<file path="src/sv/wus_pkg.sv">
// ----------------------------------------------------------------------------
// wus_pkg
// Shared types, widths and constants for the water use statistics unit.
// ----------------------------------------------------------------------------
package wus_pkg;

  localparam int RING_DEPTH_DEF = 8;

  localparam int SUM_W   = 32;
  localparam int VAL_W   = 16;
  localparam int CMD_W   = 2;
  localparam int AMT_W   = 16;
  localparam int CFG_IW  = 2;
  localparam int CFG_DW  = 16;
  localparam int OUT_W   = 2 * SUM_W + 5 * VAL_W;

  // command codes carried in tuser
  localparam logic [CMD_W-1:0] CMD_ADD    = 2'd0;
  localparam logic [CMD_W-1:0] CMD_MINUTE = 2'd1;
  localparam logic [CMD_W-1:0] CMD_HOUR   = 2'd2;
  localparam logic [CMD_W-1:0] CMD_DAY    = 2'd3;

  // configuration register indexes
  localparam logic [CFG_IW-1:0] REG_DAILY_LIMIT = 2'd0;
  localparam logic [CFG_IW-1:0] REG_FLOW_LIMIT  = 2'd1;

  localparam logic [VAL_W-1:0] DAILY_LIMIT_RST = 16'd18;
  localparam logic [VAL_W-1:0] FLOW_LIMIT_RST  = 16'd6;
  localparam logic [VAL_W-1:0] VAL_MAX         = 16'hFFFF;

  // saturate a 32-bit count to 16 bits
  function automatic logic [VAL_W-1:0] sat16(input logic [SUM_W-1:0] v);
    sat16 = (|v[SUM_W-1:VAL_W]) ? VAL_MAX : v[VAL_W-1:0];
  endfunction

  // growth of the running sum since a snapshot, 0 if it did not grow
  function automatic logic [VAL_W-1:0] grow(input logic [SUM_W-1:0] sum,
                                            input logic [SUM_W-1:0] snap);
    grow = (sum > snap) ? sat16(sum - snap) : '0;
  endfunction

  typedef struct packed {
    logic start;
    logic done;
  } div_ctl_t;

endpackage

</file>
<file path="src/sv/wus_div.sv">
// ----------------------------------------------------------------------------
// wus_div
// Restoring shift-subtract divider, one quotient bit per cycle.
// ----------------------------------------------------------------------------
module wus_div #(
  parameter int DW = 32,
  parameter int VW = 3
) (
  input  logic                clk,
  input  logic                rst,
  input  logic                start,
  input  logic [DW-1:0]       dividend,
  input  logic [VW-1:0]       divisor,
  output logic                done,
  output logic [DW-1:0]       quotient
);

  localparam int CW = $clog2(DW);
  localparam logic [CW-1:0] LAST = CW'(DW - 1);

  logic          busy;
  logic [CW-1:0] count;
  logic [VW-1:0] rem;
  logic [VW-1:0] dvs;
  logic [DW-1:0] q;
  logic [VW:0]   trial;
  logic          ge;

  assign trial    = {rem, q[DW-1]};
  assign ge       = trial >= {1'b0, dvs};
  assign quotient = q;

  always_ff @(posedge clk) begin
    if (rst) begin
      busy  <= 1'b0;
      done  <= 1'b0;
      count <= '0;
    end else begin
      done <= 1'b0;
      if (start) begin
        busy  <= 1'b1;
        count <= '0;
      end else if (busy) begin
        count <= count + 1'b1;
        if (count == LAST) begin
          busy <= 1'b0;
          done <= 1'b1;
        end
      end
    end
  end

  always_ff @(posedge clk) begin
    if (start) begin
      q   <= dividend;
      dvs <= divisor;
      rem <= '0;
    end else if (busy) begin
      rem <= ge ? VW'(trial - {1'b0, dvs}) : trial[VW-1:0];
      q   <= {q[DW-2:0], ge};
    end
  end

endmodule

</file>
<file path="src/sv/water_use_statistics.sv">
// ----------------------------------------------------------------------------
// water_use_statistics
// Water meter statistics: totals, flow rate, hourly/daily use, average and
// vacation day count.
// ----------------------------------------------------------------------------
// Input words (s_*): tuser carries the command (add volume, minute, hour or
// day tick), tdata the litres to add. Each accepted word yields exactly one
// result word on m_*, showing the statistics after the command.
// Configuration (cfg_*): index 0 daily vacation limit, index 1 flow limit;
// always ready, other indexes ignored. Write only while the unit is idle.
// Add, minute and hour words pass through the update state to the result
// register. A day tick does the ring write and read, then the serial
// divider makes one quotient bit per cycle (32 bits) to divide the ring
// difference by the day count, then the vacation update follows.
// The first day tick skips the divide.
// One word is worked on at a time; s_tready is low while it is in progress.
// A finished result waits in the output register; the next word may be
// accepted meanwhile, but its result holds until m_tready takes the old one.
// Reset clears all totals, snapshots, counters and the day count and loads
// the default limits; ring entries are only read after they are written.
// ----------------------------------------------------------------------------
module water_use_statistics #(
  parameter int RING_DEPTH = wus_pkg::RING_DEPTH_DEF
) (
  input  logic                        clk,
  input  logic                        rst,
  input  logic                        s_tvalid,
  output logic                        s_tready,
  input  logic [wus_pkg::AMT_W-1:0]   s_tdata,   // amount
  input  logic [wus_pkg::CMD_W-1:0]   s_tuser,   // cmd
  output logic                        m_tvalid,
  input  logic                        m_tready,
  // total_use, flow_rate, last_hour_use, yesterday_use, avg_daily_use,
  // vacation_days, regen_estimate
  output logic [wus_pkg::OUT_W-1:0]   m_tdata,
  input  logic                        cfg_valid,
  output logic                        cfg_ready,
  input  logic [wus_pkg::CFG_IW-1:0]  cfg_index,
  input  logic [wus_pkg::CFG_DW-1:0]  cfg_data
);

  localparam int IW  = $clog2(RING_DEPTH);
  localparam int SW  = wus_pkg::SUM_W;
  localparam int VW  = wus_pkg::VAL_W;
  localparam logic [IW-1:0] LAST_IDX = IW'(RING_DEPTH - 1);
  localparam logic [IW:0]   DEPTH_X  = (IW + 1)'(RING_DEPTH);

  localparam logic [2:0] S_IDLE = 3'd0;
  localparam logic [2:0] S_DAY  = 3'd1;
  localparam logic [2:0] S_READ = 3'd2;
  localparam logic [2:0] S_DIV  = 3'd3;
  localparam logic [2:0] S_VAC  = 3'd4;
  localparam logic [2:0] S_DONE = 3'd5;

  logic [2:0]    state;
  logic [VW-1:0] daily_limit;
  logic [VW-1:0] flow_limit;

  logic [SW-1:0] total_litres, running_sum, regen_litres;
  logic [SW-1:0] minute_snap, hour_snap, day_snap;
  logic [IW-1:0] wr_idx;
  logic [IW-1:0] days_seen;
  logic [VW-1:0] rate_value, hour_value, day_value, average_value, low_use_days;

  logic [SW-1:0] ring [RING_DEPTH];
  logic [SW-1:0] rd_data;
  logic [IW-1:0] old_idx;
  logic          ring_op;

  wus_pkg::div_ctl_t div_ctl;
  logic [SW-1:0]     quotient;

  logic [wus_pkg::CMD_W-1:0] cmd;
  logic [wus_pkg::AMT_W-1:0] amount;

  logic accept;
  logic out_free;

  assign accept    = s_tvalid && s_tready;
  assign s_tready  = (state == S_IDLE);
  assign cfg_ready = 1'b1;
  assign out_free  = !m_tvalid || m_tready;
  assign ring_op   = (state == S_DAY);

  // slot days_seen ticks behind the write slot
  always_comb begin
    if ({1'b0, wr_idx} >= {1'b0, days_seen}) begin
      old_idx = wr_idx - days_seen;
    end else begin
      old_idx = IW'({1'b0, wr_idx} + DEPTH_X - {1'b0, days_seen});
    end
  end

  always_ff @(posedge clk) begin
    if (ring_op) begin
      ring[wr_idx] <= running_sum;
      rd_data      <= ring[old_idx];
    end
  end

  assign div_ctl.start = (state == S_READ);

  wus_div #(
    .DW (SW),
    .VW (IW)
  ) u_div (
    .clk      (clk),
    .rst      (rst),
    .start    (div_ctl.start),
    .dividend (running_sum - rd_data),
    .divisor  (days_seen),
    .done     (div_ctl.done),
    .quotient (quotient)
  );

  always_ff @(posedge clk) begin
    if (rst) begin
      daily_limit <= wus_pkg::DAILY_LIMIT_RST;
      flow_limit  <= wus_pkg::FLOW_LIMIT_RST;
    end else if (cfg_valid && cfg_ready) begin
      if (cfg_index == wus_pkg::REG_DAILY_LIMIT) begin
        daily_limit <= cfg_data;
      end else if (cfg_index == wus_pkg::REG_FLOW_LIMIT) begin
        flow_limit <= cfg_data;
      end
    end
  end

  // hold the command and amount for the later steps of every word
  always_ff @(posedge clk) begin
    if (accept) begin
      cmd    <= s_tuser;
      amount <= s_tdata;
    end
  end

  always_ff @(posedge clk) begin
    if (rst) begin
      state         <= S_IDLE;
      total_litres  <= '0;
      running_sum   <= '0;
      regen_litres  <= '0;
      minute_snap   <= '0;
      hour_snap     <= '0;
      day_snap      <= '0;
      wr_idx        <= '0;
      days_seen     <= '0;
      rate_value    <= '0;
      hour_value    <= '0;
      day_value     <= '0;
      average_value <= '0;
      low_use_days  <= '0;
      m_tvalid      <= 1'b0;
    end else begin
      if (state == S_DONE && out_free) begin
        m_tvalid <= 1'b1;
      end else if (m_tvalid && m_tready) begin
        m_tvalid <= 1'b0;
      end
      unique case (state)
        S_IDLE: begin
          if (accept) begin
            state <= (s_tuser == wus_pkg::CMD_DAY) ? S_DAY : S_VAC;
          end
        end
        S_DAY: begin
          day_value <= wus_pkg::grow(running_sum, day_snap);
          day_snap  <= running_sum;
          wr_idx    <= (wr_idx == LAST_IDX) ? '0 : wr_idx + 1'b1;
          if (days_seen == '0) begin
            days_seen <= IW'(1);
            state     <= S_VAC;
          end else begin
            state <= S_READ;
          end
        end
        S_READ: begin
          state <= S_DIV;
        end
        S_DIV: begin
          if (div_ctl.done) begin
            average_value <= wus_pkg::sat16(quotient);
            if (days_seen < LAST_IDX) begin
              days_seen <= days_seen + 1'b1;
            end
            state <= S_VAC;
          end
        end
        S_VAC: begin
          unique case (cmd)
            wus_pkg::CMD_ADD: begin
              total_litres <= total_litres + SW'(amount);
              running_sum  <= running_sum + SW'(amount);
              regen_litres <= regen_litres + SW'(amount);
            end
            wus_pkg::CMD_MINUTE: begin
              rate_value  <= wus_pkg::grow(running_sum, minute_snap);
              minute_snap <= running_sum;
            end
            wus_pkg::CMD_HOUR: begin
              hour_value <= wus_pkg::grow(running_sum, hour_snap);
              hour_snap  <= running_sum;
            end
            wus_pkg::CMD_DAY: begin
              if (day_value >= daily_limit || rate_value >= flow_limit) begin
                low_use_days <= '0;
              end else if (low_use_days != wus_pkg::VAL_MAX) begin
                low_use_days <= low_use_days + 1'b1;
              end
            end
            default: begin
            end
          endcase
          state <= S_DONE;
        end
        S_DONE: begin
          // hold until the previous result word has gone
          if (out_free) begin
            state <= S_IDLE;
          end
        end
        default: begin
          state <= S_IDLE;
        end
      endcase
    end
  end

  always_ff @(posedge clk) begin
    if (state == S_DONE && out_free) begin
      m_tdata <= {regen_litres + SW'(average_value), low_use_days, average_value,
                  day_value, hour_value, rate_value, total_litres};
    end
  end

endmodule
</file>
<file path="config.mk">
export PLATFORM = sky130hd
export DESIGN_NAME = water_use_statistics
export DESIGN_NICKNAME = d
export VERILOG_FILES = /design/src/sv/wus_pkg.sv /design/src/sv/wus_div.sv /design/src/sv/water_use_statistics.sv
export SDC_FILE = /design/constraint.sdc
export NUM_CORES = 2
export LEC_CHECK = 0
export BUFFER_PORTS_ARGS = -buffer_cell sky130_fd_sc_hd__buf_2
export CORE_MARGIN = 10
export CORE_UTILIZATION = 35
export DETAILED_ROUTE_END_ITERATION = 8
export SLEW_MARGIN = 20
export SYNTH_ARGS = -nofsm -noshare
export SYNTH_HDL_FRONTEND = slang
export SYNTH_HIERARCHICAL = 1
export SYNTH_SLANG_ARGS = --single-unit
</file>
<file path="constraint.sdc">
create_clock -name clk -period 7.2 [get_ports clk]
set_clock_uncertainty 0.05 [all_clocks]
set_input_delay 1.44 -clock clk [delete_from_list [all_inputs] [get_ports clk]]
set_output_delay 1.44 -clock clk [all_outputs]
set_load 0.01 [all_outputs]
</file>
-- Word level (Yosys, flattened, before mapping)
Memory sizes are Yosys's and may differ from the RTL's. A register that Yosys moved wholly into a read port is not among the register bits.
Cells that the tools add are included.
- register bits: 521
- bits in writable memories: 256
- bits of input ports: 41
- output and inout port bits: 147
- memories: 1
- add/subtract/negate cells: 16
- magnitude comparators: 8
- equal/unequal tests: 18
- mux-type cells: 32
- bitwise operators: 2
- reduce and logical (&&, ||, !) cells: 29
- memory list (memory ; words ; width ; rd ports ; clocked after Yosys merged registers in ; wr ports ; RTL line ; source):
    ring ; 8 ; 32 ; 1 ; 1 ; 1 ; water_use_statistics.sv:65 ; logic [SW-1:0] ring [RING_DEPTH];
- operators by type and width (kind ; count):
    16-bit two-way mux ; 9
    32-bit by 16-bit adder with 32-bit output ; 4
    32-bit subtractor ; 4
    32-bit greater-than comparator ; 3
    32-bit two-way mux ; 2
    16-bit OR reduction ; 4
    3-bit two-way mux ; 11
    16-bit >= comparator ; 2
    3-bit case mux with 6 select lines ; 1
    16-bit by 1-bit adder with 16-bit output (second input constant) ; 1
    16-bit inequality test (second input constant) ; 1
    2-bit AND reduction ; 5
    3-bit by 1-bit adder with 3-bit output (second input constant) ; 3
    3-bit == test (second input constant) ; 3
    3-bit AND reduction ; 3
    3-bit subtractor ; 3
    1-bit two-way mux ; 8
    2-bit nonzero test ; 4
    2-bit == test (second input constant) ; 3
    3-bit by 2-bit == test with 1-bit output (second input constant) ; 2
    3-bit zero test ; 2
    2-bit by 1-bit inequality test with 1-bit output (second input constant) ; 3
    3-bit case mux with 2 select lines ; 1
    5-bit by 1-bit adder with 5-bit output (second input constant) ; 1
    other kinds (15) ; 22

-- Depth between registers and ports, before layout
- depth in word-level cells: 4
- gate-level depth with buffers: 14
- mapped depth without buffers: 14

-- Modules after synthesis
The synthesis kept the hierarchy.
- by module, submodules not included (module ; times used ; cells each ; area an instance (um^2)):
    water_use_statistics ; 1 ; 3698 ; 38702.1
    wus_div ; 1 ; 133 ; 2008.2

-- Worst setup path before layout
Ideal clock, no wire load.
- path type: input to register
- start point: in m_tready
- end point: reg m_tdata[0] (netlist bit), enable pin
- arrival time: 4923 ps
- required time: 6628 ps
- setup slack: 1705 ps
- stages on the path: 2
- path buffers: 0
- cell sequence: nand2b_1 and3_1
- longest elaborated chain between the ends: 2
- ends and longest elaborated chain (element ; RTL line ; source):
    start, declared ; water_use_statistics.sv:32 ; input logic m_tready,
    1-bit logical OR ; water_use_statistics.sv:82 ; assign out_free = !m_tvalid || m_tready;
    1-bit logical AND ; water_use_statistics.sv:230 ; if (state == S_DONE && out_free) begin
    end signal, assigned ; water_use_statistics.sv:231 ; m_tdata <= {regen_litres + SW'(average_value), low_use_days, average_value,
    end, declared ; water_use_statistics.sv:35 ; output logic [wus_pkg::OUT_W-1:0] m_tdata,
No other way between the ends.
A chain may end at the register's enable or synchronous reset.

-- Final worst setup path
- start point: reg running_sum[2]
- end point: reg hour_value[11]
- longest elaborated chain between the ends: 4
- ends and longest elaborated chain (element ; RTL line ; source):
    start, declared ; water_use_statistics.sv:59 ; logic [SW-1:0] total_litres, running_sum, regen_litres;
    start signal, assigned ; water_use_statistics.sv:193 ; running_sum <= running_sum + SW'(amount);
    32-bit subtractor ; wus_pkg.sv:39 ; grow = (sum > snap) ? sat16(sum - snap) : '0;
    16-bit OR reduction ; wus_pkg.sv:33 ; sat16 = (|v[SUM_W-1:VAL_W]) ? VAL_MAX : v[VAL_W-1:0];
    16-bit two-way mux ; wus_pkg.sv:33 ;
    16-bit two-way mux (*) ; wus_pkg.sv:39 ;
    end signal, assigned ; water_use_statistics.sv:201 ; hour_value <= wus_pkg::grow(running_sum, hour_snap);
    end, declared ; water_use_statistics.sv:63 ; logic [VW-1:0] rate_value, hour_value, day_value, average_value, low_use_days;
Mark *: on every way between the ends. The rest lies on a longest branch, timed or not.

==> results_dict.tcl <==
set metrics [dict create \
    drv_slew 0 \
    synth_area_leaders "edfxtp_1, dfxtp_1, ha_1, nand2_1, a21oi_1" \
    cp_max_fo 17 \
    first_pass_iters 6 \
    synthToLayoutAreaGrowth_pct 14.0 \
    status "finished, final reports clean" \
    syn_avg_cell_area_sq_um 10.6 \
    nets 4289 \
    post_cts_resized 0 \
    synth.ff_latch_count 809 \
    io_buffers 186 \
    synthCells 3831 \
    ys_types 93 \
    antenna_found_initial 1 \
    crit_path_end_kind "register" \
    fin_util_pct 40.1 \
    largest_register_ffs 256 \
    cts_buffer_depth 3 \
    diodes 0 \
    gr-total-overflow 0 \
    rows 125 \
    finalHoldViolCount 0 \
    grt_usage_pct 16.2 \
    worstMarginPinSlew_ns 1.14 \
    clkLatencyLatePin_ns 0.68 \
    design.core.area_sq_mm 0.116 \
    final.setup.tns_ns 0 \
    dpl.hpwl_mm 74.2 \
    num_vias 29600 \
    synth_area_leader_cell "edfxtp_1" \
    setup_viol 0 \
    io_pins 188 \
    grt_pass1_wl_mm 169 \
    power_density_mw_per_mm2 268 \
    max_freq_ghz 0.201 \
    regMostFlops "ring" \
    min_period_ns 4.98 \
    ant_nets 0 \
    syn-num-nets 4116 \
    required_ns 7.65 \
    ys.flop_type "edfxtp_1" \
    slew_headroom_pct 23.2 \
    cts_setup_buffers 0 \
    min_period_over_period_pct 69.1 \
    start_util_pct 35.1 \
    clock-root-buffer "clkbuf_16" \
    post-route-drc-count 0 \
    layout-drive-gt1-share_pct 14.0 \
    p_leak_nw 17.4 \
    drtIter0Drc 2369 \
    drt-total-wl_mm 109 \
    layout.cells.non_filler 5601 \
    min_path_type "reg2reg" \
    die_x_um 361 \
    htree_levels 3 \
    tritoncts "built" \
    arrival_ns 5.43 \
    wl_per_cell_um 19.5 \
    yosysSeqAreaShare_pct 51.7 \
    cap_violations 0 \
    synth_top_area_share_pct 35.8 \
    grt_max_degree 129 \
    rsz0062_at_grt "false" \
    post-place-ws_ns 2.27 \
    synth-edff-count 485 \
    die_area_sq_mm 0.130 \
    layout_common_cells "nand2_1, edfxtp_1, a21oi_1" \
    dieHeight_um 361 \
    critPathKind "reg2reg" \
    yosys_warnings 6 \
    synth_async_sr_flop_share_pct 0 \
    vdd_ir_drop_max_mv 0.181 \
    place_inst 5441 \
    cp-start-kind "register" \
    clock-sinks 809 \
    routed_via_density 5.28 \
    worst_slack_ns 2.22 \
    path_clk_slew_ns 0.06 \
    numCtsBuffers 85 \
    holdBufCountCts 0 \
    final_common_cell "nand2_1" \
    grt_pass1_vias 28400 \
    place.gp.congestion 0.898 \
    syn_area_sq_mm 0.0407 \
    reg.largest.list "ring x256, m_tdata x144" \
]
-- area by class of cell --
type	count	area, sq um
multi-input combinational	2630	18300
fill	11200	69500
inverter	237	890
sequential	809	21100
clock inverter	46	556
timing repair buffer	241	1370
clock buffer	114	2380
tap	1524	1910
-- kinds of logic after synthesis --
family          share of synthesized area, %
other cells                          0.00921
xor+xnor                                4.17
buf+inv                                 3.72
compound gates                          13.5
flops                                   51.7
simple gates                            13.5
mux                                     5.77
fa+ha+maj                               7.68
-- through the flow --
step           hold WS [ns]  instance area, sq um  total power [mW]
2_1_floorplan         0.358                 40700              7.28
3_3_place_gp          0.390                 43500              7.95
3_5_place_dp          0.372                 43500              7.97
4_1_cts               0.405                 46400              12.6
5_1_grt               0.424                 46400              13.0
6_report              0.403                 46400              12.5
-- where the power goes --
group | internal [mW] | switching, mW | total [mW] | leakage [nW]
Sequential | 5.15 | 0.154 | 5.30 | 7.10
Clock | 2.64 | 1.94 | 4.58 | 1.41
Combinational | 1.09 | 1.48 | 2.57 | 8.92
Total | 8.88 | 3.57 | 12.5 | 17.4
-- critical path, stage by stage (launching register included) --
cell      delay [ns]
dfxtp_1         0.87
ha_1            0.41
nor2b_1         0.17
o31a_4          0.30
a211oi_2        0.30
o211ai_2        0.12
a311oi_1        0.44
mux2_2          0.38
or4_1           0.51
nand4b_4        0.19
nor4_4          0.87
a221oi_1        0.19
-- Yosys cell counts (10+ instances only) --
master	count
a41oi_1	24
nand2_1	521
nor2_1	273
o2111ai_1	11
nor2b_1	25
a211o_1	11
buf_2	11
a221oi_1	32
nand2b_1	36
and2_1	15
nor4_1	13
ha_1	234
o21ai_0	103
xor2_1	87
nor3_1	80
o211ai_1	19
xnor2_1	107
buf_1	10
and3_1	36
edfxtp_1	485
nand4_1	46
o21a_1	44
clkbuf_1	129
nand3_1	56
o31ai_1	17
or2_2	11
mux2_2	68
dfxtp_1	324
nor3b_1	14
a21o_1	77
a21oi_1	351
a21boi_0	10
a211oi_1	24
fa_1	10
a31oi_1	26
o21bai_1	15
mux4_2	64
inv_1	236
mux2i_1	14
or3_1	30
-- path summary, 6_finish.rpt --
| check | startpoint | to | slack (ns) | cells after the start |
|---|---|---|---|---|
| min reg2reg | minute_snap[22]$_SDFFE_PP0P_ | minute_snap[22]$_SDFFE_PP0P_ | 0.40 | 2 |
| min | minute_snap[22]$_SDFFE_PP0P_ | minute_snap[22]$_SDFFE_PP0P_ | 0.40 | 2 |
| max | running_sum[2]$_SDFFE_PP0P_ | hour_value[11]$_SDFFE_PP0P_ | 2.22 | 11 |
| max reg2reg | running_sum[2]$_SDFFE_PP0P_ | hour_value[11]$_SDFFE_PP0P_ | 2.22 | 11 |
-- per-layer routing --
| metal | GRT usage, % | vias up | part of all wire, % |
|---|---|---|---|
| met5 | 0 | - | 0 |
| met1 | 22.6 | 14400 | 46 |
| met4 | 4.10 | 0 | 2.2 |
| li1 | - | 14300 | - |
| met2 | 26.2 | 761 | 46 |
| met3 | 2.52 | 144 | 5.7 |
(Power assumes the default switching activity.)
